===== config.mk =====
export PLATFORM = sky130hd
export DESIGN_NAME = fixed_length_frame_receiver_flat
export DESIGN_NICKNAME = d
export VERILOG_FILES = /design/src/sv/flfr_pkg.sv /design/src/sv/flfr_if.sv /design/src/sv/fixed_length_frame_receiver.sv /design/src/sv/flfr_regs.sv /design/src/sv/flfr_core.sv /design/src/flat_wrapper.sv
export VERILOG_INCLUDE_DIRS = /design/src /design/src/sv
export SDC_FILE = /design/constraint.sdc
export NUM_CORES = 1
export LEC_CHECK = 0
export BUFFER_PORTS_ARGS = -buffer_cell sky130_fd_sc_hd__buf_2
export CELL_PAD_IN_SITES_DETAIL_PLACEMENT = 2
export CELL_PAD_IN_SITES_GLOBAL_PLACEMENT = 2
export CORE_MARGIN = 2
export CORE_UTILIZATION = 36
export DETAILED_ROUTE_END_ITERATION = 8
export PLACE_DENSITY = 0.9
export SYNTH_ARGS = -nofsm -noshare
export SYNTH_HDL_FRONTEND = slang
export SYNTH_SLANG_ARGS = --single-unit

===== constraint.sdc =====
create_clock -name clk -period 6.55 [get_ports clk]
set_clock_uncertainty 0.05 [all_clocks]
set_input_delay 0.655 -clock clk [delete_from_list [all_inputs] [get_ports clk]]
set_output_delay 0.655 -clock clk [all_outputs]
set_load 0.01 [all_outputs]

===== src/sv/fixed_length_frame_receiver_defines.svh =====
// ----------------------------------------------------------------------------
// Assertion macros for the fixed-length frame receiver
// Concurrent checks are compiled out when SYNTHESIS is defined.
// ----------------------------------------------------------------------------
`ifndef FIXED_LENGTH_FRAME_RECEIVER_DEFINES_SVH
`define FIXED_LENGTH_FRAME_RECEIVER_DEFINES_SVH

`ifndef SYNTHESIS

// same-cycle implication
`define FLFR_ASSERT_IMPLY(label, clk, rst_n, ante, cons) \
	label: assert property (@(posedge clk) disable iff (!rst_n) (ante) |-> (cons)) \
		else $error("flfr assertion failed");

// next-cycle implication
`define FLFR_ASSERT_NEXT(label, clk, rst_n, ante, cons) \
	label: assert property (@(posedge clk) disable iff (!rst_n) (ante) |=> (cons)) \
		else $error("flfr assertion failed");

`else

`define FLFR_ASSERT_IMPLY(label, clk, rst_n, ante, cons)
`define FLFR_ASSERT_NEXT(label, clk, rst_n, ante, cons)

`endif

`endif


===== src/sv/flfr_pkg.sv =====
// ----------------------------------------------------------------------------
// flfr_pkg
// Shared constants and types of the fixed-length frame receiver.
// ----------------------------------------------------------------------------
`timescale 1ns / 1ps
`default_nettype none

package flfr_pkg;

	// store depth default
	localparam int FRAME_STORE_BYTES_DEF = 19;

	// input opcodes
	localparam logic OP_BYTE = 1'b0;
	localparam logic OP_TICK = 1'b1;

	// frame format codes
	localparam logic [1:0] FMT_LONG  = 2'd0;
	localparam logic [1:0] FMT_MID   = 2'd1;
	localparam logic [1:0] FMT_SHORT = 2'd2;

	// register indexes (paddr bit 2)
	localparam logic REG_FORMAT  = 1'b0;
	localparam logic REG_TIMEOUT = 1'b1;

	// register reset values
	localparam logic [1:0] FORMAT_RESET  = FMT_LONG;
	localparam logic [7:0] TIMEOUT_RESET = 8'd20;

	// framing bytes
	localparam logic [7:0] START_BYTE   = 8'hFD;
	localparam logic [7:0] END_BYTE     = 8'hFF;
	localparam logic [7:0] SECOND_LONG  = 8'h0D;
	localparam logic [7:0] SECOND_MID   = 8'h10;
	localparam logic [7:0] SECOND_SHORT = 8'h0A;

	// frame lengths
	localparam logic [4:0] LEN_LONG  = 5'd19;
	localparam logic [4:0] LEN_MID   = 5'd16;
	localparam logic [4:0] LEN_SHORT = 5'd10;

	// store positions read for the result
	localparam logic [4:0] IDX_START   = 5'd0;
	localparam logic [4:0] IDX_SECOND  = 5'd1;
	localparam logic [4:0] IDX_DATA1   = 5'd5;
	localparam logic [4:0] IDX_DATA2   = 5'd6;
	localparam logic [4:0] IDX_DATA3   = 5'd7;
	localparam logic [4:0] IDX_STN_HI  = 5'd17;
	localparam logic [4:0] IDX_STN_LO  = 5'd18;

	typedef struct packed {
		logic [1:0] frame_format;
		logic [7:0] timeout_limit;
	} cfg_t;

	typedef struct packed {
		logic [7:0]  command;
		logic [7:0]  data_first;
		logic [7:0]  data_second;
		logic [7:0]  data_third;
		logic [15:0] station_id;
	} result_t;

endpackage

`default_nettype wire


===== src/sv/flfr_if.sv =====
// ----------------------------------------------------------------------------
// flfr_in_if / flfr_out_if
// Valid/ready channels for input items and frame results.
// ----------------------------------------------------------------------------
`timescale 1ns / 1ps
`default_nettype none

interface flfr_in_if;
	logic       valid;
	logic       ready;
	logic       opcode;
	logic [7:0] rx_byte;

	modport source (output valid, output opcode, output rx_byte, input ready);
	modport sink   (input valid, input opcode, input rx_byte, output ready);
endinterface

interface flfr_out_if;
	logic        valid;
	logic        ready;
	logic [7:0]  command;
	logic [7:0]  data_first;
	logic [7:0]  data_second;
	logic [7:0]  data_third;
	logic [15:0] station_id;

	modport source (output valid, output command, output data_first, output data_second,
		output data_third, output station_id, input ready);
	modport sink   (input valid, input command, input data_first, input data_second,
		input data_third, input station_id, output ready);
endinterface

`default_nettype wire


===== src/sv/fixed_length_frame_receiver.sv =====
// ----------------------------------------------------------------------------
// fixed_length_frame_receiver
// Receiver for fixed-length serial frames with a tick-driven timeout.
//
// Usage:
//   items   : input channel; opcode 0 carries a received byte in rx_byte,
//             opcode 1 is a timer tick.
//   results : one transaction per accepted frame: command, three data bytes
//             and the station id from store bytes 17 and 18.
//   APB     : register 0 frame_format at 0x0, register 1 timeout_limit at 0x4.
//             Write only while the block is idle.
// Throughput: one input transaction per cycle while no result is held up at
//   the output, set by the single input stage feeding the frame logic.
// Result path: the transaction completing the frame is held in the input
//   register, and its result is loaded into the output register from there.
// Reset: clears frame state, tick counter and the whole frame store, and
//   loads the register reset values; no clearing pass is needed.
// Stall: while a result waits at the output, the block keeps accepting
//   items until another result would need the output register; the input
//   stage then holds and items.ready drops.
// ----------------------------------------------------------------------------
`timescale 1ns / 1ps
`default_nettype none

`include "fixed_length_frame_receiver_defines.svh"

module fixed_length_frame_receiver
	import flfr_pkg::*;
#(
	parameter int FRAME_STORE_BYTES = FRAME_STORE_BYTES_DEF
) (
	input  wire logic        clk,
	input  wire logic        arst_n,
	flfr_in_if.sink          items,
	flfr_out_if.source       results,
	input  wire logic        psel,
	input  wire logic        penable,
	input  wire logic        pwrite,
	input  wire logic [2:0]  paddr,
	input  wire logic [31:0] pwdata,
	output logic      [31:0] prdata,
	output logic             pready
);

	cfg_t       cfg;
	result_t    core_res;
	result_t    res_q;
	logic       core_has_res;
	logic       valid_s1;
	logic       opcode_s1;
	logic [7:0] rx_byte_s1;
	logic       out_valid_q;
	logic       out_free;
	logic       adv;
	logic       step;
	logic       in_ready;

	flfr_regs u_regs (
		.clk     (clk),
		.arst_n  (arst_n),
		.psel    (psel),
		.penable (penable),
		.pwrite  (pwrite),
		.paddr   (paddr),
		.pwdata  (pwdata),
		.prdata  (prdata),
		.pready  (pready),
		.cfg     (cfg)
	);

	flfr_core #(
		.FRAME_STORE_BYTES (FRAME_STORE_BYTES)
	) u_core (
		.clk        (clk),
		.arst_n     (arst_n),
		.step       (step),
		.opcode     (opcode_s1),
		.rx_byte    (rx_byte_s1),
		.cfg        (cfg),
		.has_result (core_has_res),
		.result     (core_res)
	);

	// stage 1 moves on unless it makes a result and the output is occupied
	assign out_free = !out_valid_q || results.ready;
	assign adv      = !core_has_res || out_free;
	assign step     = valid_s1 && adv;
	assign in_ready = !valid_s1 || adv;
	assign items.ready = in_ready;

	// input register
	always_ff @(posedge clk or negedge arst_n) begin
		if (!arst_n) begin
			valid_s1 <= 1'b0;
		end else if (in_ready) begin
			valid_s1 <= items.valid;
		end
	end

	always_ff @(posedge clk) begin
		if (in_ready && items.valid) begin
			opcode_s1  <= items.opcode;
			rx_byte_s1 <= items.rx_byte;
		end
	end

	// output register
	always_ff @(posedge clk or negedge arst_n) begin
		if (!arst_n) begin
			out_valid_q <= 1'b0;
		end else if (step && core_has_res) begin
			out_valid_q <= 1'b1;
		end else if (results.ready) begin
			out_valid_q <= 1'b0;
		end
	end

	always_ff @(posedge clk) begin
		if (step && core_has_res)
			res_q <= core_res;
	end

	assign results.valid       = out_valid_q;
	assign results.command     = res_q.command;
	assign results.data_first  = res_q.data_first;
	assign results.data_second = res_q.data_second;
	assign results.data_third  = res_q.data_third;
	assign results.station_id  = res_q.station_id;

	// checks
	`FLFR_ASSERT_IMPLY(a_res_from_byte, clk, arst_n, valid_s1 && core_has_res, opcode_s1 == OP_BYTE)
	`FLFR_ASSERT_IMPLY(a_hold_blocks_in, clk, arst_n, valid_s1 && !adv, !in_ready)
	`FLFR_ASSERT_NEXT(a_res_lands, clk, arst_n, step && core_has_res, out_valid_q)

endmodule

`default_nettype wire


===== src/sv/flfr_regs.sv =====
// ----------------------------------------------------------------------------
// flfr_regs
// APB-style configuration registers: frame format and timeout limit.
// ----------------------------------------------------------------------------
`timescale 1ns / 1ps
`default_nettype none

module flfr_regs
	import flfr_pkg::*;
(
	input  wire logic        clk,
	input  wire logic        arst_n,
	input  wire logic        psel,
	input  wire logic        penable,
	input  wire logic        pwrite,
	input  wire logic [2:0]  paddr,
	input  wire logic [31:0] pwdata,
	output logic      [31:0] prdata,
	output logic             pready,
	output cfg_t             cfg
);

	logic [1:0] format_q;
	logic [7:0] timeout_q;
	logic       wr_en;

	// register select is paddr bit 2; byte-lane bits are not decoded
	assign wr_en  = psel && penable && pwrite;
	assign pready = 1'b1;

	always_ff @(posedge clk or negedge arst_n) begin
		if (!arst_n) begin
			format_q  <= FORMAT_RESET;
			timeout_q <= TIMEOUT_RESET;
		end else if (wr_en) begin
			unique case (paddr[2])
				REG_FORMAT:  format_q  <= pwdata[1:0];
				REG_TIMEOUT: timeout_q <= pwdata[7:0];
				default: ;
			endcase
		end
	end

	// read mux
	always_comb begin
		unique case (paddr[2])
			REG_FORMAT:  prdata = {30'd0, format_q};
			REG_TIMEOUT: prdata = {24'd0, timeout_q};
			default:     prdata = 32'd0;
		endcase
	end

	assign cfg.frame_format  = format_q;
	assign cfg.timeout_limit = timeout_q;

endmodule

`default_nettype wire


===== src/sv/flfr_core.sv =====
// ----------------------------------------------------------------------------
// flfr_core
// Frame state, tick counter and frame store; one item processed per step.
// ----------------------------------------------------------------------------
`timescale 1ns / 1ps
`default_nettype none

module flfr_core
	import flfr_pkg::*;
#(
	parameter int FRAME_STORE_BYTES = FRAME_STORE_BYTES_DEF
) (
	input  wire logic       clk,
	input  wire logic       arst_n,
	input  wire logic       step,
	input  wire logic       opcode,
	input  wire logic [7:0] rx_byte,
	input  wire cfg_t       cfg,
	output logic            has_result,
	output result_t         result
);

	localparam int IDX_W = $clog2(FRAME_STORE_BYTES);

	logic       in_frame_q;
	logic [4:0] byte_count_q;
	logic [7:0] tick_count_q;
	logic [7:0] store_q [FRAME_STORE_BYTES];

	logic [7:0] second;
	logic [4:0] length;
	logic       check_end;

	logic       in_frame_d;
	logic [4:0] byte_count_d;
	logic [7:0] tick_count_d;
	logic       wr_en;
	logic [4:0] wr_idx;
	logic [7:0] tick_inc;
	logic [4:0] cnt_inc;
	logic       bad_second;
	logic       done;

	// format decode; the unused code behaves as the long format
	always_comb begin
		unique case (cfg.frame_format)
			FMT_MID: begin
				second = SECOND_MID;   length = LEN_MID;   check_end = 1'b1;
			end
			FMT_SHORT: begin
				second = SECOND_SHORT; length = LEN_SHORT; check_end = 1'b1;
			end
			default: begin
				second = SECOND_LONG;  length = LEN_LONG;  check_end = 1'b0;
			end
		endcase
	end

	assign tick_inc   = tick_count_q + 8'd1;
	assign cnt_inc    = byte_count_q + 5'd1;
	assign bad_second = (byte_count_q == IDX_SECOND) && (rx_byte != second);
	assign done       = (cnt_inc >= length);

	// next state
	always_comb begin
		in_frame_d   = in_frame_q;
		byte_count_d = byte_count_q;
		tick_count_d = tick_count_q;
		wr_en        = 1'b0;
		wr_idx       = byte_count_q;
		has_result   = 1'b0;
		if (opcode == OP_TICK) begin
			if (in_frame_q) begin
				tick_count_d = tick_inc;
				if (tick_inc > cfg.timeout_limit)
					in_frame_d = 1'b0;
			end else begin
				tick_count_d = 8'd0;
			end
		end else if (!in_frame_q) begin
			tick_count_d = 8'd0;
			byte_count_d = 5'd0;
			if (rx_byte == START_BYTE) begin
				wr_en        = 1'b1;
				wr_idx       = IDX_START;
				byte_count_d = 5'd1;
				in_frame_d   = 1'b1;
			end
		end else begin
			if (bad_second)
				in_frame_d = 1'b0;
			// short formats drop a wrong second byte; the long one still stores it
			if (!(bad_second && check_end)) begin
				wr_en        = 1'b1;
				byte_count_d = cnt_inc;
				if (done) begin
					byte_count_d = 5'd0;
					in_frame_d   = 1'b0;
					has_result   = !check_end || (rx_byte == END_BYTE);
				end
			end
		end
	end

	// result fields read the store as it stands after this item's write
	always_comb begin
		result.data_first  = (wr_en && wr_idx == IDX_DATA1) ? rx_byte
			: store_q[IDX_DATA1[IDX_W-1:0]];
		result.data_second = (wr_en && wr_idx == IDX_DATA2) ? rx_byte
			: store_q[IDX_DATA2[IDX_W-1:0]];
		result.data_third  = (wr_en && wr_idx == IDX_DATA3) ? rx_byte
			: store_q[IDX_DATA3[IDX_W-1:0]];
		result.command     = result.data_second;
		result.station_id[15:8] = (wr_en && wr_idx == IDX_STN_HI) ? rx_byte
			: store_q[IDX_STN_HI[IDX_W-1:0]];
		result.station_id[7:0]  = (wr_en && wr_idx == IDX_STN_LO) ? rx_byte
			: store_q[IDX_STN_LO[IDX_W-1:0]];
	end

	// control state
	always_ff @(posedge clk or negedge arst_n) begin
		if (!arst_n) begin
			in_frame_q   <= 1'b0;
			byte_count_q <= 5'd0;
			tick_count_q <= 8'd0;
		end else if (step) begin
			in_frame_q   <= in_frame_d;
			byte_count_q <= byte_count_d;
			tick_count_q <= tick_count_d;
		end
	end

	// frame store, cleared at reset
	always_ff @(posedge clk or negedge arst_n) begin
		if (!arst_n) begin
			for (int i = 0; i < FRAME_STORE_BYTES; i++)
				store_q[i] <= 8'd0;
		end else if (step && wr_en && (32'(wr_idx) < FRAME_STORE_BYTES)) begin
			store_q[wr_idx[IDX_W-1:0]] <= rx_byte;
		end
	end

endmodule

`default_nettype wire


===== src/flat_wrapper.sv =====
// flat-port wrapper written by rule: the top's interface ports become plain ports
module fixed_length_frame_receiver_flat import flfr_pkg::*;
#(
	parameter int FRAME_STORE_BYTES = FRAME_STORE_BYTES_DEF
)
  (clk, arst_n, psel, penable, pwrite, paddr, pwdata, prdata, pready, items_valid, items_opcode, items_rx_byte, items_ready, results_valid, results_command, results_data_first, results_data_second, results_data_third, results_station_id, results_ready);
  flfr_in_if items_i ();
  flfr_out_if results_i ();
  input  wire logic clk;
  input  wire logic arst_n;
  input  wire logic psel;
  input  wire logic penable;
  input  wire logic pwrite;
  input  wire logic [2:0] paddr;
  input  wire logic [31:0] pwdata;
  output logic      [31:0] prdata;
  output logic pready;
  input wire logic [$bits(items_i.valid)-1:0] items_valid;
  input wire logic [$bits(items_i.opcode)-1:0] items_opcode;
  input wire logic [$bits(items_i.rx_byte)-1:0] items_rx_byte;
  output wire logic [$bits(items_i.ready)-1:0] items_ready;
  output wire logic [$bits(results_i.valid)-1:0] results_valid;
  output wire logic [$bits(results_i.command)-1:0] results_command;
  output wire logic [$bits(results_i.data_first)-1:0] results_data_first;
  output wire logic [$bits(results_i.data_second)-1:0] results_data_second;
  output wire logic [$bits(results_i.data_third)-1:0] results_data_third;
  output wire logic [$bits(results_i.station_id)-1:0] results_station_id;
  input wire logic [$bits(results_i.ready)-1:0] results_ready;
  assign items_i.valid = items_valid;
  assign items_i.opcode = items_opcode;
  assign items_i.rx_byte = items_rx_byte;
  assign items_ready = items_i.ready;
  assign results_valid = results_i.valid;
  assign results_command = results_i.command;
  assign results_data_first = results_i.data_first;
  assign results_data_second = results_i.data_second;
  assign results_data_third = results_i.data_third;
  assign results_station_id = results_i.station_id;
  assign results_i.ready = results_ready;
  fixed_length_frame_receiver #(.FRAME_STORE_BYTES(FRAME_STORE_BYTES)) u_core (.clk(clk), .arst_n(arst_n), .items(items_i), .results(results_i), .psel(psel), .penable(penable), .pwrite(pwrite), .paddr(paddr), .pwdata(pwdata), .prdata(prdata), .pready(pready));
endmodule

==> results of run 1 <==
## state kept, by name (all words and copies together), names as in the netlist, 2 cells and up
name and count:
u_core.u_core.tick_count_q 8, u_core.results.command 8, u_core.results.data_third 8, u_core.u_regs.format_q 2, u_core.u_core.store_q 40, u_core.results.data_first 8
u_core.results.station_id 16, u_core.u_core.byte_count_q 5, u_core.rx_byte_s1 8, u_core.u_regs.timeout_q 8
## synth_stat cells (2+ instances only)
| library cell | number |
|---|---|
| dfrtp_1 | 64 |
| mux2_2 | 52 |
| edfxtp_1 | 49 |
| buf_4 | 34 |
| mux2_4 | 24 |
| nand2_1 | 20 |
| ha_1 | 18 |
| o21ai_0 | 18 |
| mux2_1 | 16 |
| inv_1 | 15 |
| nand3_1 | 14 |
| clkbuf_1 | 12 |
| nor2_1 | 10 |
| and2_1 | 8 |
| nand2b_1 | 8 |
| xor2_1 | 7 |
| and3_1 | 5 |
| xnor2_1 | 5 |
| buf_6 | 4 |
| a21o_1 | 3 |
| a21oi_1 | 3 |
| nand4_1 | 3 |
| nor2b_1 | 3 |
| or3_1 | 3 |
| a31oi_1 | 2 |
| conb_1 | 2 |
| dfstp_2 | 2 |
| nor2_8 | 2 |
| nor4b_1 | 2 |
| o31ai_1 | 2 |
| or4b_4 | 2 |
## power groups by stage
stage / clock (mW) / combinational [mW] / sequential [mW]
CTS: 0.998 / 0.333 / 0.889
global placement: 0 / 0.290 / 0.891
global route: 1.03 / 0.366 / 0.901
floorplan: 0 / 0.258 / 0.852
detailed placement: 0 / 0.325 / 0.901
finish: 0.977 / 0.330 / 0.888
## final cells by class
cell class / instances / share of cell area [%]
clock inverters: 14 / 2.681
clock buffers: 18 / 6.403
well taps: 216 / 3.940
flip-flops and latches: 115 / 45.57
multi-input cells: 276 / 34.49
inverters: 15 / 0.8209
repair buffers: 83 / 6.093
## through the flow
step	area (µm²)	hold slack [ps]	power, mW	utilization, %	worst slack (ps)
3_5_place_dp	6236	423.5	1.225	39.40	2410
4_1_cts	6859	342.1	2.220	43.34	2402
3_3_place_gp	6236	411.5	1.182	39.40	2663
6_report	6859	360.9	2.195	43.34	2430
5_1_grt	6859	349.9	2.294	43.34	2094
2_1_floorplan	5891	309.4	1.110	-	2001
## how the worst min path moves through the flow
stage / from / endpoint / slack [ps] / cells after the start
after global routing: items_rx_byte[7] / u_core.rx_byte_s1[7] / 350 / 1
final: items_rx_byte[3] / u_core.rx_byte_s1[3] / 360 / 1
after floorplan: arst_n / u_core.results.valid / 310 / 0
after global placement: u_core.u_core.store_q[14] / u_core.u_core.store_q[14] / 410 / 1
after CTS: items_rx_byte[3] / u_core.rx_byte_s1[3] / 340 / 1
after detailed placement: u_core.u_core.store_q[1] / u_core.u_core.store_q[1] / 420 / 1
## critical path, stage by stage (launching register included)
cell	delay (ps)
dfrtp_1	520
ha_1	300
nand3_1	120
xnor2_1	170
ha_1	230
or3_1	370
a211oi_1	370
or4b_4	240
o21ai_2	340
nor2_4	990
## cells by family after synthesis
group | Yosys count | synth area share, %
multiplexers | 92 | 19.40
adder cells (fa/ha/maj) | 18 | 3.880
AND/OR/NAND/NOR | 89 | 9.140
buffers and inverters | 66 | 7.005
other | 2 | 0.1294
AO/OA/AOI/OAI | 40 | 4.786
flip-flops | 115 | 53.85
XOR/XNOR | 12 | 1.811
## routing by layer
layer	GRT usage, %	wire length [µm]	vias up
li1	-	-	1646
met1	22.22	6144	1848
met2	30.63	7495	106
met3	4.438	649	21
met4	6.884	277	0
met5	0	0	-
==> results_dict.tcl, run 1 <==
set metrics [dict create \
    cts_resized 0 \
    cellLeakagePower_nw 3.310 \
    r2r_start "u_core.u_core.byte_count_q[0]" \
    wl_um 14570 \
    hold_viol_final 0 \
    reg2regPathDepth 9 \
    die_area_um2 17150 \
    htreeDepth 4 \
    cts_tree "yes" \
    switching_share_pct 27.68 \
    clockBufferDepth 2 \
    grt_max_degree 67 \
    dp_hpwl_um 10040 \
    clockRootBuffer "clkbuf_16" \
    ys_types 53 \
    cts_sinks 115 \
    fmax_ghz 0.2427 \
    async_reset_ff_share_pct 57.39 \
    regToRegSetupSlack_ps 2430 \
    max_slew_margin_pct 16.48 \
    status "complete, no violations" \
    cts_setup_buffers 0 \
    layout_common_cells "82 x buf_2, 64 x dfrtp_1, 52 x mux2_2" \
    rsz0062_at_grt "false" \
    netlist_area_um2 5804 \
    dr_total_vias 3621 \
    via_per_inst 4.913 \
    fin_cells 737 \
    die_h_um 131.0 \
    setup.worst_path.class "flip-flop to flip-flop" \
    synth_top_cell_area_share_pct 27.59 \
    p_switching_mw 0.6077 \
    worstPathMaxFanout 40 \
    pwr-share-comb_pct 15.0 \
    setup-violations-final 0 \
    synth_top_area_cell "dfrtp_1" \
    start_util_pct 36.67 \
    dr.pass1.iters 4 \
    worstMarginPinSlew_ps 1253 \
    pin_count 134 \
    grt_pass1_wl_um 22760 \
    synth_area_leaders "dfrtp_1 28%, edfxtp_1 25%, mux2_2 10%" \
    drive_gt1_share_pct 38.58 \
    ys_dominant_reg_cell "dfrtp_1" \
    cts_buffers 17 \
    first_global_vias 4024 \
    drc 0 \
    cap_violations 0 \
    finalSetupTns_ps 0 \
    intPower_mw 1.588 \
    place_congestion 0.7852 \
    finalCriticalPeriod_ps 4120 \
    yosysWarnings 0 \
    required_ps 6530 \
    n_fill_cell 1594 \
    final_nets 577 \
    multi_input_area_um2 2366 \
    cp.arrival_ps 4100 \
    grt_util_all_layers_pct 18.03 \
    final_common_cell "buf_2" \
    syn_inst 434 \
    dp.cells 705 \
    rows 46 \
    seqPwrFrac_pct 40.5 \
    core-area_um2 15830 \
    synth-seq-area-share_pct 53.85 \
    die_w_um 131.0 \
    ctsHoldBuffers 0 \
    p_per_area_nw_per_um2 320.0 \
    gr-total-overflow 0 \
    end_kind "flip-flop" \
    hold_path.class "primary input to flip-flop" \
    drt_iter0_markers 122 \
    insertion_delay_ps 420 \
    antenna_found_initial 0 \
    n_antenna_cell 0 \
    path_clk_slew_ps 50 \
    r2r_end "u_core.results.station_id[3]" \
    drtAntennaViolNets 0 \
    min_period_over_period_pct 62.89 \
    portBuffers 82 \
    finalMaxSlewViolations 0 \
    syn_to_final_growth_pct 18.17 \
    crit_path_start "u_core.u_core.byte_count_q[0]" \
    cp-endpoint "u_core.results.station_id[3]" \
    wl_per_cell_um 19.77 \
    synth-edff-count 49 \
    max-vdd-ir-drop_v 0.0001862 \
    ys_ff_latch 115 \
    syn-mean-instance-area_um2 13.37 \
    critPathLaunchType "flip-flop" \
    p_clk_share_pct 44.5 \
    ff_latch_area_um2 3126 \
]
No activity file was read; power rests on OpenSTA's default activity.
==> run 2, diff against run 1 <==
--- a/config.mk
+++ b/config.mk
@@ -10,9 +10,9 @@
 export CELL_PAD_IN_SITES_DETAIL_PLACEMENT = 2
 export CELL_PAD_IN_SITES_GLOBAL_PLACEMENT = 2
 export CORE_MARGIN = 2
-export CORE_UTILIZATION = 36
+export CORE_UTILIZATION = 33
 export DETAILED_ROUTE_END_ITERATION = 8
-export PLACE_DENSITY = 0.9
+export PLACE_DENSITY = 0.88
 export SYNTH_ARGS = -nofsm -noshare
 export SYNTH_HDL_FRONTEND = slang
 export SYNTH_SLANG_ARGS = --single-unit
==> constraint.sdc (replaced) <==
create_clock -name clk -period 3.3 [get_ports clk]
set_clock_uncertainty 0.05 [all_clocks]
set_input_delay 0.33 -clock clk [delete_from_list [all_inputs] [get_ports clk]]
set_output_delay 0.33 -clock clk [all_outputs]
set_load 0.01 [all_outputs]
==> run 2 against run 1 <==
Against the previous run: final area up 3.5%; die area up 8.8%; via count up 3.4%; critical path type is now flip-flop to output pin; non-clock buffer count up 21; combinational power up 150%; critical path depth unchanged; worst hold slack worse by 330 ps; total power up 100%; core utilization down 2.2 points.
==> results_dict.tcl, run 2 (synthesis results as in run 1) <==
set metrics [dict create \
    status "complete, no violations" \
    finalCriticalPeriod_ps 3251 \
    cts_tree "yes" \
    fin_cells 767 \
    final_nets 598 \
    final_common_cell "buf_2" \
    n_antenna_cell 0 \
    worstMarginPinSlew_ps 1093 \
    dr.pass1.iters 4 \
    setup-violations-final 0 \
    max-vdd-ir-drop_v 0.0003789 \
    p_per_area_nw_per_um2 627.1 \
    ctsHoldBuffers 0 \
    dp.cells 727 \
    first_global_vias 4183 \
    dp_hpwl_um 10730 \
    htreeDepth 4 \
    largest_reg_flops 40 \
    core-area_um2 17240 \
    end_kind "output pin" \
    layout_common_cells "82 x buf_2, 61 x dfrtp_1, 52 x mux2_2" \
    syn_to_final_growth_pct 22.29 \
    gr-total-overflow 0 \
    min_period_over_period_pct 98.51 \
    worstPathMaxFanout 5 \
    hold_path.class "primary input to flip-flop" \
    drive_gt1_share_pct 44.10 \
    wl_per_cell_um 20.90 \
    drc 0 \
    cts_buffers 17 \
    critPathLaunchType "flip-flop" \
    place_congestion 0.7715 \
    dr_total_vias 3744 \
    fmax_ghz 0.3076 \
    clockRootBuffer "clkbuf_16" \
    wl_um 16030 \
    max_slew_margin_pct 27.16 \
    rows 48 \
    insertion_delay_ps 420 \
    cellLeakagePower_nw 3.437 \
    grt_util_all_layers_pct 17.83 \
    antenna_found_initial 0 \
    drt_iter0_markers 148 \
    grt_max_degree 45 \
    path_clk_slew_ps 60 \
    die_area_um2 18670 \
    via_per_inst 4.881 \
    hold_viol_final 0 \
    portBuffers 82 \
    pin_count 134 \
    cap_violations 0 \
    start_util_pct 33.67 \
    finalPower_mw 4.451 \
    cts_sinks 115 \
    grt_pass1_wl_um 24260 \
    drtAntennaViolNets 0 \
    setup.worst_path.class "flip-flop to output pin" \
    finalMaxSlewViolations 0 \
    regMostFlops "u_core.u_core.store_q" \
    clockBufferDepth 2 \
    required_ps 2920 \
    cp.arrival_ps 2870 \
    die_w_um 136.6 \
    die_h_um 136.6 \
]
-- run 2: cell count changes in the layout (fill, tap and decap cells not counted), sizes merged --
cell      before  now
bufinv         4    2
inv           17   27
buf           83  104
clkinv         4    0
clkbuf        18   17
clkinvlp       4    1
-- run 2: critical path, cell delays in order, from the launching register on --
cell and delay, ps:
dfrtp_2 430, ha_4 180, nand3_2 110, xnor2_2 190, ha_2 330, o21a_1 110
nor2_1 60, or4b_4 510, or3_4 370, buf_2 150
-- run 2: power by group --
part           switching, mW  internal, mW  leakage, nW
clock network          0.765          1.15        0.298
registers              0.126          1.59         1.42
logic                  0.457         0.359         1.72
-- run 2: layer usage --
| layer | wire, µm | GRT usage, % |
|---|---|---|
| met1 | 6525 | 20.50 |
| met2 | 8504 | 31.97 |
| met3 | 755 | 5.000 |
| met4 | 243 | 5.613 |
| met5 | 0 | 0 |
-- run 2: layout make-up --
cell class	instances	area, µm²
clock buffers	17	425.4
clock inverters	15	182.7
fillers	1728	10140
inverters	15	56.30
multi-input cells	276	2435
flip-flops and latches	115	3129
well taps	225	281.5
repair buffers	104	588.1
-- run 2: repair_timing --
action / in CTS / in global routing
gates resized for setup: 5 / 6
buffers inserted: 2 / 6
setup endpoints to repair: 1 / 1
pin swaps: 0 / 3
-- run 2: through the flow --
step                utilization, %  hold WS (ps)  area (µm²)  setup WS [ps]  setup TNS, ps
finish                       41.18         33.74        7098          49.23              0
global route                 41.18         21.27        7098         -21.95         -21.95
CTS                          40.74         11.77        7022          32.15              0
detailed placement           37.03         422.9        6382          163.7              0
global placement             37.03         411.3        6382          311.4              0
floorplan                        -        -15.59        5923          26.31              0
-- run 2: final timing paths --
kind / cells past startpoint / startpoint / to / slack, ps
min in group asynchronous: 1 / arst_n / u_core.u_core.store_q[8] / 60
worst max-delay path: 9 / u_core.u_core.byte_count_q[1] / items_ready / 50
worst min register to register: 1 / u_core.u_core.store_q[12] / u_core.u_core.store_q[12] / 440
worst min-delay path: 1 / items_rx_byte[0] / u_core.rx_byte_s1[0] / 30
max in group asynchronous: 2 / arst_n / u_core.u_core.store_q[89] / 2270
worst max register to register: 12 / u_core.u_core.byte_count_q[1] / u_core.results.station_id[7] / 270
==> run 3, diff against run 2 <==
--- a/config.mk
+++ b/config.mk
@@ -7,12 +7,10 @@
 export NUM_CORES = 1
 export LEC_CHECK = 0
 export BUFFER_PORTS_ARGS = -buffer_cell sky130_fd_sc_hd__buf_2
-export CELL_PAD_IN_SITES_DETAIL_PLACEMENT = 2
-export CELL_PAD_IN_SITES_GLOBAL_PLACEMENT = 2
 export CORE_MARGIN = 2
-export CORE_UTILIZATION = 33
+export CORE_UTILIZATION = 49
 export DETAILED_ROUTE_END_ITERATION = 8
-export PLACE_DENSITY = 0.88
+export PLACE_DENSITY_LB_ADDON = 0.05
 export SYNTH_ARGS = -nofsm -noshare
 export SYNTH_HDL_FRONTEND = slang
 export SYNTH_SLANG_ARGS = --single-unit
==> constraint.sdc (replaced) <==
create_clock -name clk -period 3.3 [get_ports clk]
set_clock_uncertainty 0.05 [all_clocks]
set_input_delay 0.66 -clock clk [delete_from_list [all_inputs] [get_ports clk]]
set_output_delay 0.66 -clock clk [all_outputs]
set_load 0.01 [all_outputs]
==> run 3 against run 2 <==
Against the previous run: the run now ends with negative setup slack left; worst setup slack got worse by 170 ps; core utilization grew 20 points; clock-buffer cell count grew 1; sequential share of layout area up 0.76 points; global-route usage increased by 1.0 points; routed wire length fell by 29%; register-to-register slack improved by 60 ps; largest cell class unchanged.
==> results_dict.tcl, run 3 (synthesis results as in run 1) <==
set metrics [dict create \
    final_nets 599 \
    worstMarginPinSlew_ps 676.4 \
    max_stage_delay_ps 540 \
    drtAntennaViolNets 0 \
    rsz0062_at_grt "true" \
    clockBufferDepth 2 \
    antenna_found_initial 0 \
    wl_um 11360 \
    cts_sinks 115 \
    fin_ws_ps -122.8 \
    finalMaxSlewViolations 0 \
    via_per_inst 5.146 \
    worstPathMaxFanout 4 \
    start_util_pct 50.62 \
    path_clk_slew_ps 50 \
    syn_to_final_growth_pct 20.22 \
    largest_reg_flops 40 \
    cap_violations 0 \
    finalSetupTns_ps -122.8 \
    drc 0 \
    max-vdd-ir-drop_v 0.0003830 \
    portBuffers 82 \
    layout_common_cells "81 x buf_2, 61 x dfrtp_1, 52 x mux2_2" \
    hold_path.class "primary input to asynchronous set/reset pin" \
    insertion_delay_ps 410 \
    rows 39 \
    crit_chain "buf_4, nand3_1, xnor2_1, ha_1, or3_1, a211oi_2, or4b_4, or3_4, buf_6" \
    fmax_ghz 0.2922 \
    pin_count 134 \
    regMostFlops "u_core.u_core.store_q" \
    die_h_um 112.8 \
    end_kind "output pin" \
    cts_tree "yes" \
    place_congestion 0.8694 \
    setup-violations-final 1 \
    dp_hpwl_um 7672 \
    dr.pass1.iters 4 \
    htreeDepth 4 \
    status "complete, but fails checks" \
    critPathLaunchType "flip-flop" \
    die_area_um2 12730 \
    drt_iter0_markers 200 \
    final_common_cell "buf_2" \
    max_slew_margin_pct 54.43 \
    cp.arrival_ps 2710 \
    required_ps 2590 \
    utilization_pct 60.85 \
    dr_total_vias 3530 \
    cp_slowest_cell "or4b_4" \
    min_period_over_period_pct 103.7 \
    dp_slack_ps 178.1 \
    p_per_area_nw_per_um2 605.6 \
    cts_buffers 17 \
    grt_max_degree 42 \
    setup.worst_path.class "flip-flop to output pin" \
    violations "negative setup slack" \
    finalPower_mw 4.226 \
    core-area_um2 11470 \
    clockRootBuffer "clkbuf_16" \
    die_w_um 112.8 \
    first_global_vias 3522 \
    grt_pass1_wl_um 18420 \
    timing.hold.ws_ps 215.9 \
    hold_viol_final 0 \
    n_antenna_cell 0 \
    drive_gt1_share_pct 43.83 \
    grt_util_all_layers_pct 18.88 \
    finalCriticalPeriod_ps 3423 \
    cellLeakagePower_nw 3.415 \
    wl_per_cell_um 16.56 \
    gr-total-overflow 0 \
]
==> run 3: changes by cell type in the layout (fill, tap and decap cells not counted), moves of 3 or more <==
cell and change:
clkinv_2 +6, inv_8 -4, inv_6 -7, clkinvlp_4 +3
==> run 3: final timing paths <==
path,from,end,slack [ps],cells after the start
max,u_core.u_core.byte_count_q[0],items_ready,-120,9
min,arst_n,u_core.u_core.store_q[12],220,1
max reg2reg,u_core.u_regs.format_q[0],u_core.results.station_id[4],330,9
min reg2reg,u_core.u_core.store_q[4],u_core.u_core.store_q[4],430,1
max in group asynchronous,arst_n,u_core.u_core.byte_count_q[2],2320,2
min in group clk,items_rx_byte[5],u_core.rx_byte_s1[5],380,1
==> run 3: metrics by stage <==
stage / cells / instance area (µm²)
6_report: 686 / 6978
3_3_place_gp: 648 / 6315
3_5_place_dp: 648 / 6315
2_1_floorplan: 457 / 5923
5_1_grt: 686 / 6978
4_1_cts: 686 / 6960
==> run 3: what timing repair did <==
action / 4_1_cts / 5_1_grt
setup buffers: 6 / 0
resized for setup: 7 / 4
pin swaps: 4 / 0
hold buffers: 0 / 0
endpoints found under the setup margin: 1 / 1
==> run 3: final cells by class <==
type / count / area (µm²)
timing repair buffer: 105 / 614.3
sequential: 115 / 3129
clock inverter: 14 / 137.6
tap: 143 / 178.9
fill: 886 / 4489
clock buffer: 18 / 429.2
inverter: 15 / 56.30
multi-input combinational: 276 / 2432
==> run 3: power breakdown <==
part / internal [mW] / switching (mW)
combinational: 0.359 / 0.412
clock: 1.10 / 0.653
sequential: 1.59 / 0.104
total: 3.06 / 1.17
==> run 3: per-layer routing <==
metal | GRT usage, % | routed length (µm) | vias to the layer above | share of wire (%)
li1 | - | - | 1693 | -
met1 | 27.25 | 5483 | 1708 | 48
met2 | 27.66 | 5146 | 108 | 45
met3 | 4.178 | 514 | 21 | 4.5
met4 | 7.967 | 218 | 0 | 1.9
met5 | 0 | 0 | - | 0
==> run 3: critical path: cells and delay by family (launching register included) <==
kind	cells	cell delay (ps)
AO/OA/AOI/OAI	1	50
adder cells (fa/ha/maj)	1	210
buffers and inverters	2	260
flip-flops	1	410
XOR/XNOR	1	240
AND/OR/NAND/NOR	4	1120
